File: src/rtl/core/gn2d_pkg.sv
// ----------------------------------------------------------------------------
// gn2d_pkg
// Shared widths, codes and control types of the gradient noise block.
// ----------------------------------------------------------------------------
`timescale 1ns / 1ps

package gn2d_pkg;

  // Default sizing of the gradient grid and of the coordinate format.
  localparam int GRID_COLS_MAX_DEF   = 64;
  localparam int GRID_ROWS_MAX_DEF   = 64;
  localparam int COORD_FRAC_BITS_DEF = 12;

  // Field widths of the transaction ports.
  localparam int CELL_W  = 6;
  localparam int GRAD_W  = 16;
  localparam int POS_W   = 18;
  localparam int NOISE_W = 16;

  // Configuration port.
  localparam int CFG_W     = 7;
  localparam int CFG_IDX_W = 1;
  localparam logic [CFG_W-1:0]     CFG_RESET        = 7'd64;
  localparam logic [CFG_IDX_W-1:0] REG_GRID_COLUMNS = 1'b0;
  localparam logic [CFG_IDX_W-1:0] REG_GRID_ROWS    = 1'b1;

  // Command codes.
  localparam logic CMD_WRITE  = 1'b0;
  localparam logic CMD_SAMPLE = 1'b1;

  // Smoothstep weight: 0..65536 with 16 fraction bits.
  localparam int WEIGHT_W    = 17;
  localparam int WEIGHT_FRAC = 16;

  // Corner dot products after rounding, and the working width of the blends.
  localparam int DOT_W = 18;
  localparam int VAL_W = 19;

  // Stage enables of the smoothstep unit.
  typedef struct packed {
    logic sq;
    logic mul;
    logic rnd;
  } wgt_en_t;

  // Stage enables of one blend unit.
  typedef struct packed {
    logic mul;
    logic add;
  } lerp_en_t;

endpackage

File: src/rtl/core/gn2d_weight.sv
// ----------------------------------------------------------------------------
// gn2d_weight
// Three-stage smoothstep weight 3w^2 - 2w^3 of a coordinate fraction.
// ----------------------------------------------------------------------------
`timescale 1ns / 1ps

module gn2d_weight import gn2d_pkg::*; #(
  parameter int FRAC_BITS = COORD_FRAC_BITS_DEF
) (
  input  logic                 clk,
  input  wgt_en_t              en,
  input  logic [FRAC_BITS-1:0] frac,
  output logic [WEIGHT_W-1:0]  weight
);

  localparam int SQ_W  = 2 * FRAC_BITS;
  localparam int K_W   = FRAC_BITS + 2;
  localparam int S_W   = SQ_W + K_W;
  localparam int SHIFT = 3 * FRAC_BITS - WEIGHT_FRAC;
  localparam logic [K_W-1:0] THREE_ONE = K_W'(3 << FRAC_BITS);

  logic [SQ_W-1:0]     frac_sq;
  logic [K_W-1:0]      k_fac;
  logic [S_W-1:0]      prod;
  logic [WEIGHT_W-1:0] weight_raw;

  // The curve is written as f^2 * (3 - 2f), both factors formed first.
  always_ff @(posedge clk) begin
    if (en.sq) begin
      frac_sq <= SQ_W'(frac) * SQ_W'(frac);
      k_fac   <= THREE_ONE - K_W'({frac, 1'b0});
    end
  end

  // One product of the square and the linear factor.
  always_ff @(posedge clk) begin
    if (en.mul) begin
      prod <= S_W'(frac_sq) * S_W'(k_fac);
    end
  end

  // Bring the product to 16 fraction bits, rounding half up when narrowing.
  generate
    if (SHIFT > 0) begin : g_round
      localparam logic [S_W-1:0] HALF = S_W'(1) << (SHIFT - 1);
      assign weight_raw = WEIGHT_W'((prod + HALF) >> SHIFT);
    end else begin : g_scale
      assign weight_raw = WEIGHT_W'({prod, {(-SHIFT){1'b0}}});
    end
  endgenerate

  always_ff @(posedge clk) begin
    if (en.rnd) begin
      weight <= weight_raw;
    end
  end

endmodule

File: config.mk
export PLATFORM = sky130hd
export DESIGN_NAME = gn2d_weight
export DESIGN_NICKNAME = d
export VERILOG_FILES = /design/src/rtl/core/gn2d_pkg.sv /design/src/rtl/core/gn2d_weight.sv
export SDC_FILE = /design/constraint.sdc
export NUM_CORES = 1
export LEC_CHECK = 0
export BUFFER_PORTS_ARGS = -buffer_cell sky130_fd_sc_hd__buf_2
export CORE_ASPECT_RATIO = 0.6
export CORE_MARGIN = 8
export CORE_UTILIZATION = 55
export CTS_BUF_LIST = sky130_fd_sc_hd__clkbuf_8
export DETAILED_ROUTE_END_ITERATION = 6
export PLACE_DENSITY = 0.77
export RECOVER_POWER = 25
export SLEW_MARGIN = 25
export SYNTH_ARGS = -nofsm -noshare
export SYNTH_HDL_FRONTEND = slang
export SYNTH_SLANG_ARGS = --single-unit
File: constraint.sdc
create_clock -name clk -period 5.6 [get_ports clk]
set_input_delay 0 -clock clk [delete_from_list [all_inputs] [get_ports clk]]
set_output_delay 0 -clock clk [all_outputs]
set_load 0.1 [all_outputs]
After elaboration in Yosys (flattened, before gate mapping) --
Index checks and enable logic that the tools add are counted.
Storage, ports and cells: flip-flop bits (word level) 92, input port bits 16, output and inout port bits 17, word-level logic and storage cells 8
Cells by class: $add $sub $neg 2, $mul 2
Operator list (count):
- $add 37x20->37 const B | 1
- $mul 24x14->37 | 1
- $mul 12x12->24 | 1
- $sub 14x13->14 const A | 1

Logic depth before layout (Yosys ltp) --
Gate-level depths: netlist of run 1.
depth after elaboration 1, mapped depth 23, mapped depth without buffers 22

Least setup slack after synthesis of run 1 --
No wires, ideal clock.
kind register -> register, from reg frac_sq[9], to reg prod[36] (data pin), library setup time 0.260 ns, arrival time 5.733 ns, data required time 5.340 ns, path slack -0.393 ns, stages on the path, launching flop included 22, buffers on the path 1, clock period less this slack 5.993 ns, cell sequence edfxtp_1 clkbuf_1 and2_1 fa_1 inv_1 fa_1 inv_1 fa_1 fa_1 fa_1 ha_1 ha_1 a21oi_2 nor3_2 a2111oi_4 o31ai_2 o311ai_4 o21ai_2 a221o_2 a211oi_4 o21bai_2 xnor2_1
Between the ends: longest elaborated chain between the ends 1
Ends and longest elaborated chain:
- from (decl) | RTL line gn2d_weight.sv:22 | logic [SQ_W-1:0] frac_sq;
- from (signal assigned) | RTL line gn2d_weight.sv:30 | frac_sq <= SQ_W'(frac) * SQ_W'(frac);
- $mul 24x14->37 | RTL line gn2d_weight.sv:38 | prod <= S_W'(frac_sq) * S_W'(k_fac);
- to (signal assigned) | RTL line gn2d_weight.sv:38
- to (decl) | RTL line gn2d_weight.sv:24 | logic [S_W-1:0] prod;
No other way between the ends. A chain may end at the register's enable or synchronous reset.

Worst setup path in the final report of run 1 --
from reg k_fac[10], to reg prod[36] (data pin)
Between the ends: longest elaborated chain between the ends 1
Ends and longest elaborated chain:
- from (decl) | RTL line gn2d_weight.sv:23 | logic [K_W-1:0] k_fac;
- from (signal assigned) | RTL line gn2d_weight.sv:31 | k_fac <= THREE_ONE - K_W'({frac, 1'b0});
- $mul 24x14->37 | RTL line gn2d_weight.sv:38
No other way between the ends.

==> results of run 1 <==
==> flip-flops by register name (all words and copies together), names as in the netlist <==
| signal | cells |
|---|---|
| weight | 17 |
| prod | 18 |
| frac_sq | 23 |
| k_fac | 12 |
==> worst reg2reg max path, cell delays in order (launching register included) <==
cell	delay (ps)
edfxtp_1	390
buf_6	160
and2_4	170
fa_1	550
inv_2	40
fa_1	490
inv_2	40
fa_1	500
fa_1	600
fa_1	480
ha_4	300
ha_4	200
nand2_4	100
a21oi_2	60
a2111oi_4	350
o31ai_4	180
o311ai_4	350
o21ai_2	140
a221o_2	410
a211oi_4	290
o21bai_2	80
xnor2_1	130
==> metal layers <==
metal  GRT usage  part of all wire
met2       0.307              0.45
met3      0.0310             0.071
met5           0                 0
met1       0.307              0.47
met4      0.0335             0.010
==> kinds of logic (layout without fill, tap and decap cells) <==
kind of cell,after synthesis,after routing,share of synthesized area
flops,70,70,0.138
simple gates,464,464,0.147
mux,1,1,0.000737
xor+xnor,72,72,0.0413
fa+ha+maj,474,474,0.538
compound gates,75,75,0.0363
buf+inv,400,540,0.0983
==> through the flow <==
step                      utilization  setup WS (ps)  cell area, um^2  cells
after floorplan                     -           -246            15400   1556
after global placement          0.608           -528            16700   2017
after detailed placement        0.608           -683            16700   2017
after CTS                       0.623           -625            17100   2048
after global routing            0.636           -816            17500   2063
final                           0.636           -654            17500   2063
==> worst min-delay path by stage <==
stage	end	slack, ps	cells after the start
2_1_floorplan	frac_sq[0]	100	0
3_3_place_gp	frac_sq[0]	390	1
3_5_place_dp	frac_sq[0]	390	1
4_1_cts	k_fac[13]	20	2
5_1_grt	k_fac[13]	40	2
6_report	k_fac[13]	50	2
==> synthesized netlist by cell type, drive strengths merged (2+ instances only) <==
cell	number
nand2	220
a31oi	2
o21bai	6
xnor2	53
o311ai	2
nor3	9
a21o	14
o41ai	2
clkbuf	60
nor2	37
and3	4
and2	157
nor4	2
nand2b	5
xor2	19
fa	306
o31ai	2
a21oi	27
nand3	11
nor2b	8
ha	168
nand4	5
o21ai	10
inv	339
o211ai	2
edfxtp	70
and4	2
==> timing repair <==
action | in CTS | in global routing
gates resized for setup | 28 | 47
buffers inserted | 15 | 16
hold endpoints to repair | 1 | 0
setup endpoints to repair | 16 | 21
hold buffers | 1 | 0
pin swaps | 9 | 34
==> layout make-up <==
class,instances,area (um^2),share of cell area
clock buffer,9,124,0.00709
clock inverter,6,63.8,0.00365
inverter,339,1280,0.0731
multi-input combinational,1086,12100,0.691
sequential,70,2100,0.120
tap,367,459,0.0263
timing repair buffer,186,1380,0.0789
==> results_dict.tcl, run 1 <==
set metrics [dict create \
    cp_num_buf_inv 3 \
    synth_top_flop_cell "edfxtp_1" \
    setup_tns_ps -6180 \
    end_kind "flop" \
    layout.nets 2182 \
    die_w_um 231 \
    cts_buffer_depth 2 \
    worst-path-stages 21 \
    layout_setup_ws_ps -654 \
    n_fill_cell 2155 \
    root_buffer "clkbuf_8" \
    drt_iter0_markers 732 \
    synth_seq_cells 70 \
    area_growth_pct 14.3 \
    die_area_um2 33500 \
    io_buffers 32 \
    clock_skew_ps 13.4 \
    grt_max_degree 36 \
    timing.reg2reg.setup_slack_ps -650 \
    r2r-end "prod[36]" \
    yosys.area.top_type "fa_1" \
    setup_viol_count_final 16 \
    timing.rr.start "k_fac[10]" \
    rsz0062_at_grt "true" \
    grt_pass1_wl_mm 55.6 \
    clk_pin_slew_ps 70 \
    final_cell_mix "inv_1 (331), fa_1 (302), nand2_1 (218)" \
    antenna_found_initial 0 \
    synthCells 1556 \
    rows 47 \
    whs_ps 51.3 \
    drcViolationCount 0 \
    cts_sinks 70 \
    start_util 0.556 \
    violations "setup timing" \
    synth_cell_types 50 \
    synth_nets 2046 \
    slowest_delay_ps 600 \
    critPathKind "reg -> reg" \
    synth.avg_cell_area_um2 9.82 \
    cts_tree "yes" \
    required_ps 5710 \
    crit_family "adder cells" \
    n_antenna_cell 0 \
    hold_path.class "in -> reg" \
    hpwl_mm 28.7 \
    setup.worst_path.start "k_fac[10]" \
    drv_cap 0 \
    yosysWarningCount 0 \
    cp_max_fo 7 \
    max_freq_mhz 160 \
    die_h_um 145 \
    viasPerCell 5.22 \
    cts_buffers 9 \
    outcome "finished with violations" \
    ff2ff_path_depth 21 \
    hold_path_startpoint "frac[11]" \
    timing.final.max_slew_violations 0 \
    drt.antenna.violating_nets 0 \
    cp_cell_sequence "buf_6 -> and2_4 -> fa_1 -> inv_2 -> fa_1 -> inv_2 -> fa_1 -> fa_1 -> fa_1 -> ha_4 -> ha_4 -> nand2_4 -> a21oi_2 -> a2111oi_4 -> o31ai_4 -> o311ai_4 -> o21ai_2 -> a221o_2 -> a211oi_4 -> o21bai_2 -> xnor2_1" \
    hold_viol_final 0 \
    place_congestion 0.899 \
    synthDominantCellAreaShare 0.401 \
    htreeDepth 3 \
    start_kind "flop" \
    syn_area_um2 15300 \
    synth_area_leaders "fa_1 (40%), edfxtp_1 (14%), ha_1 (14%)" \
    crit_top_cell "fa_1" \
    crit_arrival_ps 6360 \
    drive_gt1_frac 0.159 \
    final_common_cell "inv_1" \
    first_pass_iters 5 \
    max_slew_margin 0.329 \
    top_level_ports 33 \
    period_minus_slack_ps 6250 \
    clkLatencyLatePin_ps 370 \
    synth_edf_count 70 \
    routed_wl_mm 33.8 \
    wl_per_cell_um 16.4 \
    synth-seq-area-share 0.138 \
    vias 10800 \
    worst_pin_slew_ps 1010 \
    slowest_stage "fa_1" \
    grt_usage 0.202 \
    grt_overflow_total 0 \
    grt_pass1_vias 11300 \
    layout_worst_path_cycle_share 1.12 \
    worstSetupEndpoint "prod[36]" \
    async_reset_ff_frac 0 \
    core_um2 27500 \
]
Power of run 1 is left out: the tool's default activity adds up to more than one toggle a clock period on the data nets, which glitch-free logic cannot reach.
==> inputs of run 2 (changes only) <==
Settings changed: CORE_ASPECT_RATIO 0.6 to 0.5.
==> results_dict.tcl, run 2 (synthesis results as in run 1) <==
set metrics [dict create \
    viasPerCell 5.16 \
    grt_max_degree 36 \
    rows 43 \
    root_buffer "clkbuf_8" \
    io_buffers 32 \
    holdPathStages 2 \
    antenna_found_initial 0 \
    worst_pin_slew_ps 875 \
    cts_sinks 70 \
    timing.final.max_slew_violations 0 \
    critPathKind "reg -> reg" \
    violations "setup timing" \
    final_common_cell "inv_1" \
    seq_area_um2 2100 \
    top_regs "frac_sq: 23 flops, prod: 18 flops, weight: 17 flops" \
    die_h_um 134 \
    vias 10700 \
    grt_pass1_wl_mm 56.8 \
    clk_pin_slew_ps 80 \
    area_growth_pct 14.9 \
    ff2ff_path_depth 22 \
    wl_per_cell_um 16.1 \
    clock_skew_ps 7.98 \
    drv_cap 0 \
    slowest_stage "fa_1" \
    cts_buffers 9 \
    place_congestion 0.911 \
    drt.antenna.violating_nets 0 \
    htreeDepth 3 \
    drt_iter0_markers 539 \
    cts_tree "yes" \
    required_ps 5710 \
    cp_cell_sequence "buf_4 -> and2_1 -> fa_1 -> inv_1 -> fa_1 -> inv_1 -> fa_1 -> fa_2 -> fa_2 -> ha_2 -> ha_1 -> nand2_1 -> nor3_2 -> a2111oi_4 -> o31ai_4 -> o311ai_4 -> o21ai_2 -> a221o_2 -> buf_6 -> a21oi_2 -> nand2b_4 -> a221oi_2" \
    start_util 0.556 \
    hold_viol_final 0 \
    routed_wl_mm 33.4 \
    hold_path.class "in -> reg" \
    multi_input_area_um2 12100 \
    n_antenna_cell 0 \
    cp_max_fo 3 \
    grt_overflow_total 0 \
    grt_usage 0.207 \
    max_slew_margin 0.417 \
    end_kind "flop" \
    slowest_delay_ps 540 \
    core_um2 27500 \
    setup_tns_ps -5360 \
    rsz0062_at_grt "true" \
    period_minus_slack_ps 6200 \
    die_w_um 252 \
    drcViolationCount 0 \
    hpwl_mm 27.8 \
    crit_top_cell "fa_1" \
    outcome "finished with violations" \
    final_cell_mix "inv_1 (331), fa_1 (300), nand2_1 (217)" \
    n_fill_cell 2088 \
    crit_family "adder cells" \
    setup_viol_count_final 16 \
    min_to "k_fac[13]" \
    crit_arrival_ps 6310 \
    die_area_um2 33700 \
    cts_buffer_depth 2 \
    grt_pass1_vias 11600 \
    start_kind "flop" \
    top_register "frac_sq" \
    top_level_ports 33 \
    max_freq_mhz 161 \
    whs_ps 62.4 \
    first_pass_iters 6 \
    clkLatencyLatePin_ps 360 \
    largest_register_ffs 23 \
    r2r-end "prod[34]" \
    timing.rr.start "k_fac[2]" \
    layout.nets 2183 \
    timing.reg2reg.setup_slack_ps -600 \
    hold_path_startpoint "frac[11]" \
    cp_num_buf_inv 4 \
    drive_gt1_frac 0.163 \
    layout_setup_ws_ps -602 \
    layout_worst_path_cycle_share 1.11 \
]
[run 2: stage by stage]
step / cell area [um^2] / std cells / setup WS [ps] / utilization
floorplan: 15400 / 1556 / -246 / -
global placement: 16800 / 2040 / -435 / 0.611
detailed placement: 16800 / 2040 / -584 / 0.611
CTS: 17300 / 2073 / -445 / 0.628
global route: 17600 / 2080 / -767 / 0.639
finish: 17600 / 2080 / -602 / 0.639
[run 2: final cells by class]
class	count	share of cell area
Timing Repair Buffer	187	0.0806
Inverter	339	0.0725
Tap cell	382	0.0272
Clock buffer	9	0.00706
Multi-Input combinational cell	1086	0.688
Clock inverter	7	0.00506
Sequential cell	70	0.120
[run 2: how the worst max path moves through the flow]
stage	from	endpoint	slack (ps)	cells past startpoint
6_report	k_fac[2]	prod[34]	-600	22
5_1_grt	k_fac[2]	prod[34]	-770	22
4_1_cts	k_fac[2]	prod[36]	-450	21
3_5_place_dp	k_fac[2]	prod[34]	-580	24
3_3_place_gp	k_fac[2]	prod[36]	-430	20
2_1_floorplan	k_fac[8]	prod[36]	-250	21
[run 2: what timing repair did]
action                                  4_1_cts  5_1_grt
gates resized for setup                      28       56
buffers inserted                             16        7
hold buffers                                  1        0
endpoints found under the hold margin         1        0
endpoints found under the setup margin       14       20
pin swaps                                    15       56
[run 2: worst register-to-register path, cell delays in order (launching register included)]
cell and delay, ps:
edfxtp_1 450, buf_4 160, and2_1 150, fa_1 540
inv_1 50, fa_1 500, inv_1 60, fa_1 520
fa_2 450, fa_2 540, ha_2 270, ha_1 310
nand2_1 110, nor3_2 60, a2111oi_4 240, o31ai_4 170
o311ai_4 350, o21ai_2 120, a221o_2 410, buf_6 140
a21oi_2 150, nand2b_4 150, a221oi_2 50
[run 2: routing by layer]
layer  GRT usage  up-vias  wire, um
met4      0.0393        0       448
met3      0.0500       35      2510
met5           0        -         0
met1       0.276     5381     14700
met2       0.344      358     15700
li1            -     4954         -
Power of run 2 is left out for the same reason.
