`src/rtl/core/gn2d_pkg.sv`:
```
// ----------------------------------------------------------------------------
// gn2d_pkg
// Shared widths, codes and control types of the gradient noise block.
// ----------------------------------------------------------------------------
`timescale 1ns / 1ps

package gn2d_pkg;

  // Default sizing of the gradient grid and of the coordinate format.
  localparam int GRID_COLS_MAX_DEF   = 64;
  localparam int GRID_ROWS_MAX_DEF   = 64;
  localparam int COORD_FRAC_BITS_DEF = 12;

  // Field widths of the transaction ports.
  localparam int CELL_W  = 6;
  localparam int GRAD_W  = 16;
  localparam int POS_W   = 18;
  localparam int NOISE_W = 16;

  // Configuration port.
  localparam int CFG_W     = 7;
  localparam int CFG_IDX_W = 1;
  localparam logic [CFG_W-1:0]     CFG_RESET        = 7'd64;
  localparam logic [CFG_IDX_W-1:0] REG_GRID_COLUMNS = 1'b0;
  localparam logic [CFG_IDX_W-1:0] REG_GRID_ROWS    = 1'b1;

  // Command codes.
  localparam logic CMD_WRITE  = 1'b0;
  localparam logic CMD_SAMPLE = 1'b1;

  // Smoothstep weight: 0..65536 with 16 fraction bits.
  localparam int WEIGHT_W    = 17;
  localparam int WEIGHT_FRAC = 16;

  // Corner dot products after rounding, and the working width of the blends.
  localparam int DOT_W = 18;
  localparam int VAL_W = 19;

  // Stage enables of the smoothstep unit.
  typedef struct packed {
    logic sq;
    logic mul;
    logic rnd;
  } wgt_en_t;

  // Stage enables of one blend unit.
  typedef struct packed {
    logic mul;
    logic add;
  } lerp_en_t;

endpackage

```
`src/rtl/core/gn2d_lerp.sv`:
```
// ----------------------------------------------------------------------------
// gn2d_lerp
// Two-stage blend a0 + round((a1 - a0) * s / 2^16).
// ----------------------------------------------------------------------------
`timescale 1ns / 1ps

module gn2d_lerp import gn2d_pkg::*; #(
  parameter int VAL_WIDTH = VAL_W
) (
  input  logic                        clk,
  input  lerp_en_t                    en,
  input  logic signed [VAL_WIDTH-1:0] a0,
  input  logic signed [VAL_WIDTH-1:0] a1,
  input  logic        [WEIGHT_W-1:0]  weight,
  output logic signed [VAL_WIDTH-1:0] result
);

  localparam int DIFF_W = VAL_WIDTH + 1;
  localparam int PROD_W = DIFF_W + WEIGHT_W + 1;
  localparam logic signed [PROD_W-1:0] HALF = PROD_W'(2 ** (WEIGHT_FRAC - 1));

  logic signed [DIFF_W-1:0]    diff;
  logic signed [WEIGHT_W:0]    weight_s;
  logic signed [PROD_W-1:0]    prod;
  logic signed [PROD_W-1:0]    rounded;
  logic signed [VAL_WIDTH-1:0] a0_q;

  assign diff     = DIFF_W'(a1) - DIFF_W'(a0);
  assign weight_s = {1'b0, weight};

  // Scale the difference by the weight; keep a0 alongside.
  always_ff @(posedge clk) begin
    if (en.mul) begin
      a0_q <= a0;
      prod <= PROD_W'(diff) * PROD_W'(weight_s);
    end
  end

  // Round half up and add back the start point.
  assign rounded = (prod + HALF) >>> WEIGHT_FRAC;

  always_ff @(posedge clk) begin
    if (en.add) begin
      result <= VAL_WIDTH'(rounded + PROD_W'(a0_q));
    end
  end

endmodule

```
`config.mk`:
```
export PLATFORM = sky130hd
export DESIGN_NAME = gn2d_lerp
export DESIGN_NICKNAME = d
export VERILOG_FILES = /design/src/rtl/core/gn2d_pkg.sv /design/src/rtl/core/gn2d_lerp.sv
export SDC_FILE = /design/constraint.sdc
export NUM_CORES = 1
export LEC_CHECK = 0
export BUFFER_PORTS_ARGS = -buffer_cell sky130_fd_sc_hd__buf_2
export CAP_MARGIN = 25
export CORE_MARGIN = 3
export CORE_UTILIZATION = 55
export DETAILED_ROUTE_END_ITERATION = 7
export PLACE_DENSITY_LB_ADDON = 0.05
export SLEW_MARGIN = 20
export SYNTH_ARGS = -nofsm -noshare
export SYNTH_HDL_FRONTEND = slang
export SYNTH_SLANG_ARGS = --single-unit
```
`constraint.sdc`:
```
create_clock -name clk -period 8.2 [get_ports clk]
set_clock_uncertainty 0.2 [all_clocks]
set_input_delay 0.41 -clock clk [delete_from_list [all_inputs] [get_ports clk]]
set_output_delay 0.41 -clock clk [all_outputs]
set_load 0.01 [all_outputs]
```
# --- Word level (Yosys, flattened, before mapping) ---
# Index checks and enable logic that the tools add are counted.
word_totals:
  regBits: 73
  in_bits: 58
  out_inout_bits: 19
  word_cells: 7
op_classes:
  n_addsub: 3
  mul: 1
op_table:
  columns: ["op", "count"]
  rows:
  - ["35-bit by 17-bit adder with 35-bit output (second input constant)", 1]
  - ["20-bit by 18-bit multiplier with 35-bit output", 1]
  - ["19-bit by 19-bit subtractor with 20-bit output", 1]
  - ["19-bit adder", 1]

# --- Longest topological paths before layout ---
# Gate-level depths: netlist of run 1.
depth:
  word_depth: 2
  ltp_mapped: 33
  depth_no_buf: 32

# --- Least setup slack after synthesis of run 1 ---
# Ideal clock, no wire load.
synth_path:
  path_kind: "input-to-reg"
  start: "input port a1[0]"
  end: "register prod[34] (data pin)"
  setup_time_ps: 258
  arrival_time_ps: 7731
  t_required_ps: 7742
  setup_slack_ps: 11
  cell_stages: 31
  n_path_buf: 1
  cell_sequence: "inv_1 ha_1 fa_1 nor2b_1 o31a_1 nor2_1 o31ai_1 a31oi_1 xnor2_1 clkbuf_1 and2_1 fa_1 inv_1 fa_1 fa_1 inv_1 fa_1 fa_1 inv_1 fa_1 inv_1 ha_1 a2111o_1 a21oi_1 a21oi_1 o2111a_1 a311oi_4 a21oi_2 a211oi_2 xnor3_1 xnor2_1"
synth_between:
  elab_chain_len: 2
synth_lines:
  columns: ["item", "line_no", "source"]
  rows:
  - ["start: declaration", "gn2d_lerp.sv:13", "input logic signed [VAL_WIDTH-1:0] a1,"]
  - ["19-bit by 19-bit subtractor with 20-bit output", "gn2d_lerp.sv:28", "assign diff = DIFF_W'(a1) - DIFF_W'(a0);"]
  - ["20-bit by 18-bit multiplier with 35-bit output", "gn2d_lerp.sv:35", "prod <= PROD_W'(diff) * PROD_W'(weight_s);"]
  - ["end signal: assignment", "gn2d_lerp.sv:35", null]
  - ["end: declaration", "gn2d_lerp.sv:24", "logic signed [PROD_W-1:0] prod;"]
# Every way passes these cells.
# A chain may end at the register's enable or synchronous reset.

# --- Worst setup path after layout of run 1 ---
# Same ends and word-level chain as after synthesis.

==> impl_summary.md, run 1 <==
Placed design
The placed cell count is 2182. The sum of net half-perimeters after detailed placement is ~30000 um. Input and output buffers added on the ports amount to 76.

The final weighted congestion in routability-driven placement is 0.8650.

Die
The width of the die is 173.3 um. The initial standard-cell utilization of the core is 0.5649. The height of the die is 173.3 um.

The number of top-level pins is 77. The die area is 0.03003 mm^2. The placeable core region is 0.02725 mm^2.

In this run the core area contains 60 standard-cell rows.

Finish
The register cell area after layout is 0.001742 mm^2. The count of antenna diodes in the layout is 0. The area growth from synthesis to layout is 16.89%. The multi-input logic area is 0.01230 mm^2. Leaving out fill and tap cells, the most frequent cells in the layout are sky130_fd_sc_hd__inv_1 (418), sky130_fd_sc_hd__fa_1 (307), sky130_fd_sc_hd__nand2_1 (174), sky130_fd_sc_hd__and2_1 (149), sky130_fd_sc_hd__buf_4 (134). The layout has 2335 filler cells.

At the end of the flow the core is filled with cells to 0.6603. Of the cells placed in the final design, the portion with a size suffix greater than 1 is 0.1761. The final net count is 2328.

Leaving out filler cells and counting taps, the final layout contains 2206. Leaving out fill and tap cells, the most frequent cell in the layout is sky130_fd_sc_hd__inv_1.

Routing
The detailed router put a total of 15940 um of wire on met1. The met3 wire length is 1782 um. The final wirelength is 37010 um.

The average via count per standard cell is slightly above 5. The average routed wire per standard cell is 16.77 um. Detailed routing placed a total of 18680 um of wire on met2.

The uppermost signal routing layer after detailed routing is met4. In this run, the number of DRC markers left after iteration 0 of detailed routing was between 600 and 700. The number of remaining DRC errors is 0. In this run the remaining antenna-violating nets after routing total 0. The iteration count of the initial detailed-routing pass is 5. The count of vias placed by the detailed router is 11320.

Timing
The post-route fraction of the period consumed by the critical path is 0.9830. The final-report max-slew violation count is 0. The hold violation total from the final report was 0.

The normalized max-slew margin is 0.3675. The worst hold slack is 0.07349 ns. The minimum clock period after layout is 8.061 ns. The total setup violations reported at the end of the flow is 0. At the pin with the least slew margin, the transition time is 0.9487 ns. The final-layout setup total negative slack is 0 ns. The maximum operating frequency is approximately 120 MHz. Setup repair after global routing could not meet its margin everywhere.

Clocking
The cell sitting at the root of the clock tree is a sky130_fd_sc_hd__clkbuf_16. Clock tree synthesis found a total of 58 sinks. The hold-fix buffer count after cts is 0. The clock slew at the register clock pins of the worst setup and hold paths is about 0.050 ns. The maximum level of the CTS H-tree is 3. The TritonCTS buffer count is 9. The clock tree from TritonCTS is built.

The worst-case clock buffer depth is 2. The clock latency at the later pin of the worst-skew pair is 0.32 ns.

Run
The total of max-cap violations is 0.

GRT
Entering global routing, the biggest net connects 40 pins. The number of antenna violations at the first check in global routing is 1. The total congestion overflow after global routing is 0. The first global-routing pass estimated between 60000 and 70000 um of wire. The number of global-route vias before repair is 12530. The overall routing resource usage is 0.2520.

Logic synthesis
Of the total synthesized cell area, the portion taken by AND, OR, NAND and NOR gates is 0.1524. The synthesized-area fraction occupied by ao, oa, aoi and oai cells is 0.05088. The predominant post-synthesis flop cell is sky130_fd_sc_hd__edfxtp_1. After synthesis, the largest family of logic cells by area is adder cells.

The net count after synthesis is 2147. The share of the synthesized netlist area taken by xor and xnor gates is 0.05258. The multiplexer fraction of the synthesized cell area is 0. The async set or reset register ratio after synthesis is 0. In this run the mean area of a mapped cell was 9.341 um^2. The number of cells produced by synthesis is between 1500 and 2000. Counting distinct cell types in the post-synthesis netlist gives between 50 and 60.

After synthesis the cells add up to 0.01539 mm^2. For this run, the register share of the synthesized area comes to 0.1131. Yosys printed 0 warnings. After synthesis the netlist holds a flip-flop and latch count of 58. The number of synthesized flops with an enable pin is 58. The adder-cell share of the synthesized area is 0.5135.

Setup path
The largest single stage delay on the critical path is 0.58 ns. Data on the critical path is required at its endpoint by 8.08 ns. The standard cell with the maximum stage delay on the critical path is sky130_fd_sc_hd__fa_1. The critical path contains buffers and inverters numbering 8 combined. By instance count, the cell type seen most on the critical path is sky130_fd_sc_hd__fa_1.

On the critical path the largest part of the delay comes from adder cells. Along the worst path, the maximum fanout reaches 5. The worst setup path is of the input pin to flip-flop kind.

Data arrives at the worst endpoint at 7.94 ns. The kind of end point of the critical path is a flip-flop. The critical path launch point type is an input pin.

Run status
The run finished with clean final reports.

Worst hold path
The type of the worst min-delay path is input pin to flip-flop.
## worst paths after layout
check,startpoint,to,slack [ns],cells past startpoint
worst max-delay path,a1[0],prod[34],0.14,32
worst min register to register,a0_q[0],result[0],0.41,1
worst max register to register,prod[15],result[18],4.51,12
worst min-delay path,a0[18],a0_q[18],0.07,1
## metrics by stage
step | setup WS (ns) | area, um^2
after floorplan | 0.01103 | 15390
after global placement | -0.4231 | 17120
after detailed placement | -0.5738 | 17120
after CTS | 0.001156 | 17480
after global routing | -0.2060 | 17990
final | 0.1393 | 17990
## layout make-up
| type | instances | share of cell area |
|---|---|---|
| Multi-Input combinational cell | 1109 | 0.6833 |
| Sequential cell | 58 | 0.09679 |
| Inverter | 429 | 0.08963 |
| Timing Repair Buffer | 222 | 0.08712 |
| Tap cell | 372 | 0.02587 |
| Clock buffer | 11 | 0.01293 |
| Clock inverter | 5 | 0.004380 |
## synth_stat cells, drive strengths merged, types with 13 or more instances
library cell	instances	area (um^2)
inv	429	1610
o21ai	14	70.07
and2	155	969.7
nor2b	29	181.4
a21oi	41	209.0
o21a	14	105.1
edfxtp	58	1742
clkbuf	49	183.9
ha	123	1539
nand2	175	656.9
a21o	19	142.6
xnor2	66	578.1
fa	318	6366
nor2	37	138.9
nor3	13	65.06
xor2	23	209.0
nand3	14	70.07
## worst reg2reg max path: cells and delay by family, from the launching register on
family	cells	cell delay [ns]
adder cells (fa/ha/maj)	3	0.96
flip-flops	1	0.40
XOR/XNOR	1	0.08
AO/OA/AOI/OAI	8	1.82
## per-layer routing
metal,vias to the layer above,global-route usage
li1,5251,-
met1,5714,0.3371
met2,308,0.4448
met3,45,0.02716
met4,0,0.05676
met5,-,0
## state kept, by name, summed over array words and instances (netlist names)
name,flops
result,19
a0_q,19
prod,20
## cells by family after synthesis
logic type / count (synthesis)
buf+inv: 481
simple gates: 463
fa+ha+maj: 441
compound gates: 115
xor+xnor: 90
flops: 58
## what timing repair did
item | 4_1_cts | 5_1_grt
gates resized for setup | 12 | 97
gates cloned | 0 | 0
setup buffers | 0 | 10
pin swaps | 4 | 77
setup endpoints to repair | 5 | 10
Power of run 1 is not shown: default switching activity piles up to over one toggle a cycle in this logic, so the estimate is an artifact.
==> run 2: changes to the inputs <==
==> constraint.sdc (replaced) <==
create_clock -name clk -period 6.5 [get_ports clk]
set_clock_uncertainty 0.2 [all_clocks]
set_input_delay 0.325 -clock clk [delete_from_list [all_inputs] [get_ports clk]]
set_output_delay 0.325 -clock clk [all_outputs]
set_load 0.01 [all_outputs]
==> run 2 against run 1 <==
- the flow now finishes with violations (setup timing)
- die area unchanged
- global-route usage grew 0.94 points
- utilization increased by 4.0 points
- critical path type unchanged
- critical endpoint unchanged
- largest cell class unchanged
==> impl_summary.md, run 2 (same netlist as run 1, synthesis figures left out) <==
Run
The tool flagged a number of max-cap violations equal to 0.

Finish
In the layout the commonest cells are sky130_fd_sc_hd__inv_1 (414), sky130_fd_sc_hd__fa_1 (314), sky130_fd_sc_hd__buf_4 (223), sky130_fd_sc_hd__nand2_1 (172), sky130_fd_sc_hd__and2_1 (146). The register with the most flip-flops in the layout has 20 of them. Summing all flip-flop and latch instances after layout gives 0.001742 mm^2. The multi-input logic area is 0.01249 mm^2. Of the cells placed in the final design, the portion with a size suffix greater than 1 is 0.2301. The total of fill cells in the finished design is about 2200. The area added between synthesis and finish is 24.01%. The post-layout instance area is 0.01909 mm^2. prod holds more flip-flops than any other register. The count of antenna diodes in the layout is 0. In the final design database the tool counted 2437 nets. In the final layout, the registers with the most flip-flops are prod x20, a0_q x19, result x19. The most common library cell in the layout ignoring fill and taps is sky130_fd_sc_hd__inv_1.

Placed design
After detailed placement, the total cell area comes to approximately 0.018 mm^2. The sum of net half-perimeters after detailed placement is about 32000 um. The count of input and output buffers is 76. The final weighted congestion in routability-driven placement is 0.9143.

Die
The die area is 0.03003 mm^2. The region available for standard cell placement spans ~0.027 mm^2. Measured along the y axis, the die boundary spans about 170 um. The number of top-level pins is 77.

The width of the die is between 150 and 200 um. The initial utilization of the core area, before any placement, comes to 0.5649. The floorplan row count is 60.

Timing
After routing, the total negative slack on setup checks comes to -17.99 ns. Setup violations remaining at the end of the flow were counted as 20. The final-report max-slew violation count is 0.

The hold violation total from the final report is 0. The minimum clock period after layout is 7.742 ns. The normalized max-slew margin is 0.3711.

Setup repair after global routing could not meet its margin everywhere. The maximum operating frequency is between 100 and 150 MHz. For the pin with the worst max-slew slack, the measured transition is 0.9434 ns. Setup slack on the critical path of the routed design comes to -1.242 ns. Dividing the final minimum period by the clock period gives 1.191.

Setup path
The critical path start-end classification is input pin to flip-flop. On the worst path, the slowest cell contributes a delay of ~0.55 ns. Setup slack on the worst reg-to-reg path comes out at between 2 and 3 ns. The end point of the critical path is prod[34]. Data on the critical path arrives at its endpoint at around 7.6 ns. The worst endpoint required time is between 6 and 7 ns. Counting cells, the worst reg-to-reg path comes to 12. The standard cell with the maximum stage delay on the critical path is sky130_fd_sc_hd__fa_1. The critical path starts at a0[1]. The worst setup path is launched from an input pin. In this run the critical register-to-register path is captured at result[18]. The largest fanout on the critical path is 6.

The launching point of the worst reg2reg path is prod[15]. The most numerous cell type found on the critical path is sky130_fd_sc_hd__fa_1. The kind of end point of the critical path is a flip-flop.

Routing
After detailed routing, the average wire length per cell comes to around 16 um. The iteration count of the initial detailed-routing pass is 5. The final wirelength is 37590 um. For this run, design rule violations remaining after detail routing come to 0.

Using the TritonRoute via totals, the vias-per-cell ratio works out to roughly 5.0. The number of DRC violations after detailed-routing iteration 0 is 519. The count of vias placed by the detailed router is between 10000 and 15000. The final antenna-violating net count is 0.

GRT
Summed over all layers, the global routing overflow is 0. The number of antenna violations at the first check in global routing is 0. The pin count of the biggest net entering global routing is 40.

The number of global-route vias before repair was 12800. The overall routing resource usage is 0.2614. The wire length of the first global-routing pass is 63530 um.

Clocking
The cell at the root of the clock tree is sky130_fd_sc_hd__clkbuf_16. The TritonCTS buffer count is 9. The maximum level of the CTS H-tree is 3. CTS saw 58 sinks. The clock passes through at most 2 buffers. TritonCTS built the clock tree.

The clock latency at the later pin of the worst-skew pair is about 0.33 ns. After clock tree synthesis, the clock-pin slew on the worst setup and hold paths is 0.06 ns.

Run status
The checks that failed: setup timing. The run finished, with violations left.

Worst hold path
The worst hold path belongs to the class input pin to flip-flop.
-- run 2: worst min-delay path by stage --
stage                start        to  slack (ns)  depth (start not counted)
floorplan            a0[0]   a0_q[0]        0.22                          0
global placement    a0[18]  a0_q[18]        0.32                          1
detailed placement   a0[6]   a0_q[6]        0.32                          1
CTS                  a0[7]   a0_q[7]      0.0009                          1
global route         a0[7]   a0_q[7]       0.001                          1
finish               a0[7]   a0_q[7]       0.008                          1
-- run 2: through the flow --
| step | hold slack, ns | std cells | setup slack (ns) | utilization |
|---|---|---|---|---|
| after floorplan | 0.2239 | 1648 | -1.316 | - |
| after global placement | 0.3162 | 2264 | -1.854 | 0.6602 |
| after detailed placement | 0.3185 | 2264 | -2.028 | 0.6602 |
| after CTS | 0.0008921 | 2304 | -1.293 | 0.6865 |
| after global routing | 0.001124 | 2315 | -1.494 | 0.7006 |
| final | 0.007673 | 2315 | -1.242 | 0.7006 |
-- run 2: critical path: cells and delay by family --
kind | cells | cell delay [ns]
AOI/OAI and AO/OA | 9 | 1.89
buffers and inverters | 8 | 0.81
xor gates and xnor gates | 3 | 0.60
and+or+nand+nor | 3 | 0.39
adders and majority gates | 8 | 3.61
-- run 2: layout make-up --
cell class	instances	area share
Multi-Input combinational cell	1109	0.6545
Clock inverter	7	0.003146
Inverter	429	0.08514
Sequential cell	58	0.09123
Tap cell	372	0.02438
Timing Repair Buffer	331	0.1298
Clock buffer	9	0.01180
-- run 2: what timing repair did --
item                                   CTS  global route
pin swaps                               40            48
setup buffers                           11            14
endpoints found under the hold margin   13             1
gates resized for setup                 46            63
setup endpoints to repair               20            20
hold buffers                            13             1
-- run 2: metal layers --
metal / routed length, um / global-route usage / vias to the layer above
met2: 19060 / 0.4607 / 205
met4: 622 / 0.05270 / 0
li1: - / - / 5474
met1: 16630 / 0.3538 / 5850
met5: 0 / 0 / -
met3: 1273 / 0.02694 / 46
Power of run 2 is left out for the same reason.
==> run 3: changes to the inputs <==
--- a/config.mk
+++ b/config.mk
@@ -7,8 +7,10 @@
 export LEC_CHECK = 0
 export BUFFER_PORTS_ARGS = -buffer_cell sky130_fd_sc_hd__buf_2
 export CAP_MARGIN = 25
+export CELL_PAD_IN_SITES_DETAIL_PLACEMENT = 1
+export CELL_PAD_IN_SITES_GLOBAL_PLACEMENT = 2
 export CORE_MARGIN = 3
-export CORE_UTILIZATION = 55
+export CORE_UTILIZATION = 38
 export DETAILED_ROUTE_END_ITERATION = 7
 export PLACE_DENSITY_LB_ADDON = 0.05
 export SLEW_MARGIN = 20
==> run 3 against run 2 <==
- the run still ends with setup timing left
- count of clock-buffer cells in the layout stayed put
- die area is 43% higher
- cell area is 2.1% higher
- via count is 0.48% higher
- critical path type unchanged
==> impl_summary.md, run 3 (same netlist as run 1, synthesis figures left out) <==
Setup path
The kind of end point of the critical path is a flip-flop. The most frequent cell on the critical path is sky130_fd_sc_hd__fa_1. The worst setup path is of the input pin to flip-flop kind. The largest single stage delay on the critical path is 0.55 ns.

Data on the critical path is required at its endpoint by 6.40 ns. The data arrival at the endpoint of the critical path is ~7.8 ns. The critical path launch point type is an input pin.

The slowest stage of the critical path belongs to the cell sky130_fd_sc_hd__fa_1. Along the worst path, the maximum fanout reaches 7.

Timing
The normalized max-slew margin is 0.3333. Timing would allow up to 126.3 MHz. The hold violation total from the final report is 0. The final worst setup slack is -1.419 ns.

At the pin with the least slew margin, the transition time is 1.000 ns. Setup repair after global routing could not meet its margin everywhere. The total setup violations reported at the end of the flow is 20. The post-route fraction of the period consumed by the critical path is 1.218. The final-report max-slew violation count was 0. The minimum clock period after layout is 7.919 ns.

Die
The placeable core region is 0.03991 mm^2. The die area is around 0.043 mm^2. The floorplan step set the die width to 207.3 um. For this configuration, the core starts out at a cell density of 0.3857. The floorplan step set the die height to roughly 210 um. The floorplan row count is 73. The number of top-level pins is 77.

Finish
Fill cells in the final layout number 4621. For this run, the share of the core covered by cells in the final layout is 0.4883. The library cell used most frequently in the layout, excluding fill and tap cells, is sky130_fd_sc_hd__inv_1.

The count of antenna diodes in the layout is 0. The multi-input logic area is 0.01254 mm^2. The register cell area after layout is 0.001742 mm^2. The post-layout instance area is 0.01949 mm^2. The register with the most flip-flops in the layout has 20 of them. Of the cells placed in the final design, the portion with a size suffix greater than 1 is 0.2386. The area growth from synthesis to layout is 26.59%. The largest registers in the layout are prod x20, a0_q x19, result x19.

For this run, the post-layout net count is approximately 2500. In the layout the commonest cells are sky130_fd_sc_hd__inv_1 (410), sky130_fd_sc_hd__fa_1 (303), sky130_fd_sc_hd__buf_4 (229), sky130_fd_sc_hd__nand2_1 (173), sky130_fd_sc_hd__and2_1 (145). The register with the most flip-flops in the final layout is prod.

Clocking
The clock tree from TritonCTS is built. After clock tree synthesis, the clock-pin slew on the worst setup and hold paths is around 0.060 ns. The worst-case clock buffer depth is 2. In this run the clock root is driven by a sky130_fd_sc_hd__clkbuf_16. The maximum level of the CTS H-tree is 3. The clock latency at the later pin of the worst-skew pair is 0.35 ns. The TritonCTS buffer count is 9. The clock net in this run drives a total of 58 sinks.

Placed design
The final weighted congestion in routability-driven placement is approximately 0.83. The HPWL after detailed placement is 37820 um. The standard cell area after detailed placement is 0.01830 mm^2. Buffers placed on the I/O ports in this run total 76.

GRT
Across every metal layer, demand over resource in global routing totals 0.2089. The number of antenna violations at the first check in global routing came to 0. The number of global-route vias before repair is roughly 13000. The total congestion overflow after global routing is 0.

The wire length of the first global-routing pass is 71180 um. The pin count of the biggest net entering global routing is 40.

Routing
For this run, design rule violations remaining after detail routing come to 0. The average via count per standard cell is 4.686. Summed over all layers, the routed wires come to 43770 um. The final route contains 11630 vias. For this run, the detailed router's first-pass iteration total came to 4.

In this run, the number of DRC markers left after iteration 0 of detailed routing was 270. The average routed wire per standard cell is between 15 and 20 um. The detail route stage leaves a number of antenna-violating nets equal to 0.

Run status
The checks that failed: setup timing. The flow ran to the end, but the final reports show violations.

Run
The total of max-cap violations is 0.

Worst hold path
The type of the worst min-delay path is input pin to flip-flop.
-- run 3: changes by cell type in the layout (fill, tap and decap cells not counted), moves of 4 or more --
| cell | before | now |
|---|---|---|
| sky130_fd_sc_hd__inv_2 | 13 | 18 |
| sky130_fd_sc_hd__fa_1 | 314 | 303 |
| sky130_fd_sc_hd__fa_2 | 4 | 15 |
| sky130_fd_sc_hd__buf_4 | 223 | 229 |
| sky130_fd_sc_hd__inv_1 | 414 | 410 |
| sky130_fd_sc_hd__buf_6 | 15 | 21 |
-- run 3: timing repair --
action	in CTS	in global routing
endpoints found under the setup margin	20	20
hold buffers	13	0
resized for setup	43	87
setup buffers	13	16
hold endpoints to repair	13	0
cloned	0	1
pin swaps	33	61
-- run 3: critical path: cells and delay by family --
family / cells / cell delay (ns)
AOI/OAI and AO/OA: 8 / 1.44
xor gates and xnor gates: 3 / 0.60
adders and majority gates: 9 / 3.78
buffers and inverters: 8 / 0.88
and+or+nand+nor: 4 / 0.80
-- run 3: worst paths after layout --
| path | start | end | slack (ns) | cells after the start |
|---|---|---|---|---|
| hold / removal | a0[1] | a0_q[1] | 0.05 | 2 |
| setup / recovery | a1[0] | prod[34] | -1.42 | 32 |
| setup reg to reg | prod[17] | result[18] | 2.73 | 13 |
| hold reg to reg | a0_q[0] | result[0] | 0.35 | 1 |
-- run 3: metrics by stage --
stage | TNS, ns | cells | hold WS, ns | worst slack (ns)
floorplan | -14.51 | 1648 | 0.2239 | -1.316
CTS | -23.21 | 2469 | 0.03548 | -1.517
detailed placement | -40.39 | 2429 | 0.3213 | -2.426
finish | -21.78 | 2482 | 0.05139 | -1.419
global placement | -39.37 | 2429 | 0.3179 | -2.342
global route | -26.68 | 2482 | 0.04680 | -1.711
-- run 3: cell type report --
class / count / share of cell area
multi-input combinational: 1109 / 0.6437
sequential: 58 / 0.08937
tap: 525 / 0.03371
clock buffer: 9 / 0.01156
clock inverter: 6 / 0.002504
timing repair buffer: 346 / 0.1359
inverter: 429 / 0.08327
-- run 3: layer usage --
metal | part of all wire | track usage
met5 | 0 | 0
met4 | 0.020 | 0.04939
met3 | 0.027 | 0.02055
met2 | 0.51 | 0.3739
met1 | 0.44 | 0.2741
Power of run 3 is left out for the same reason.
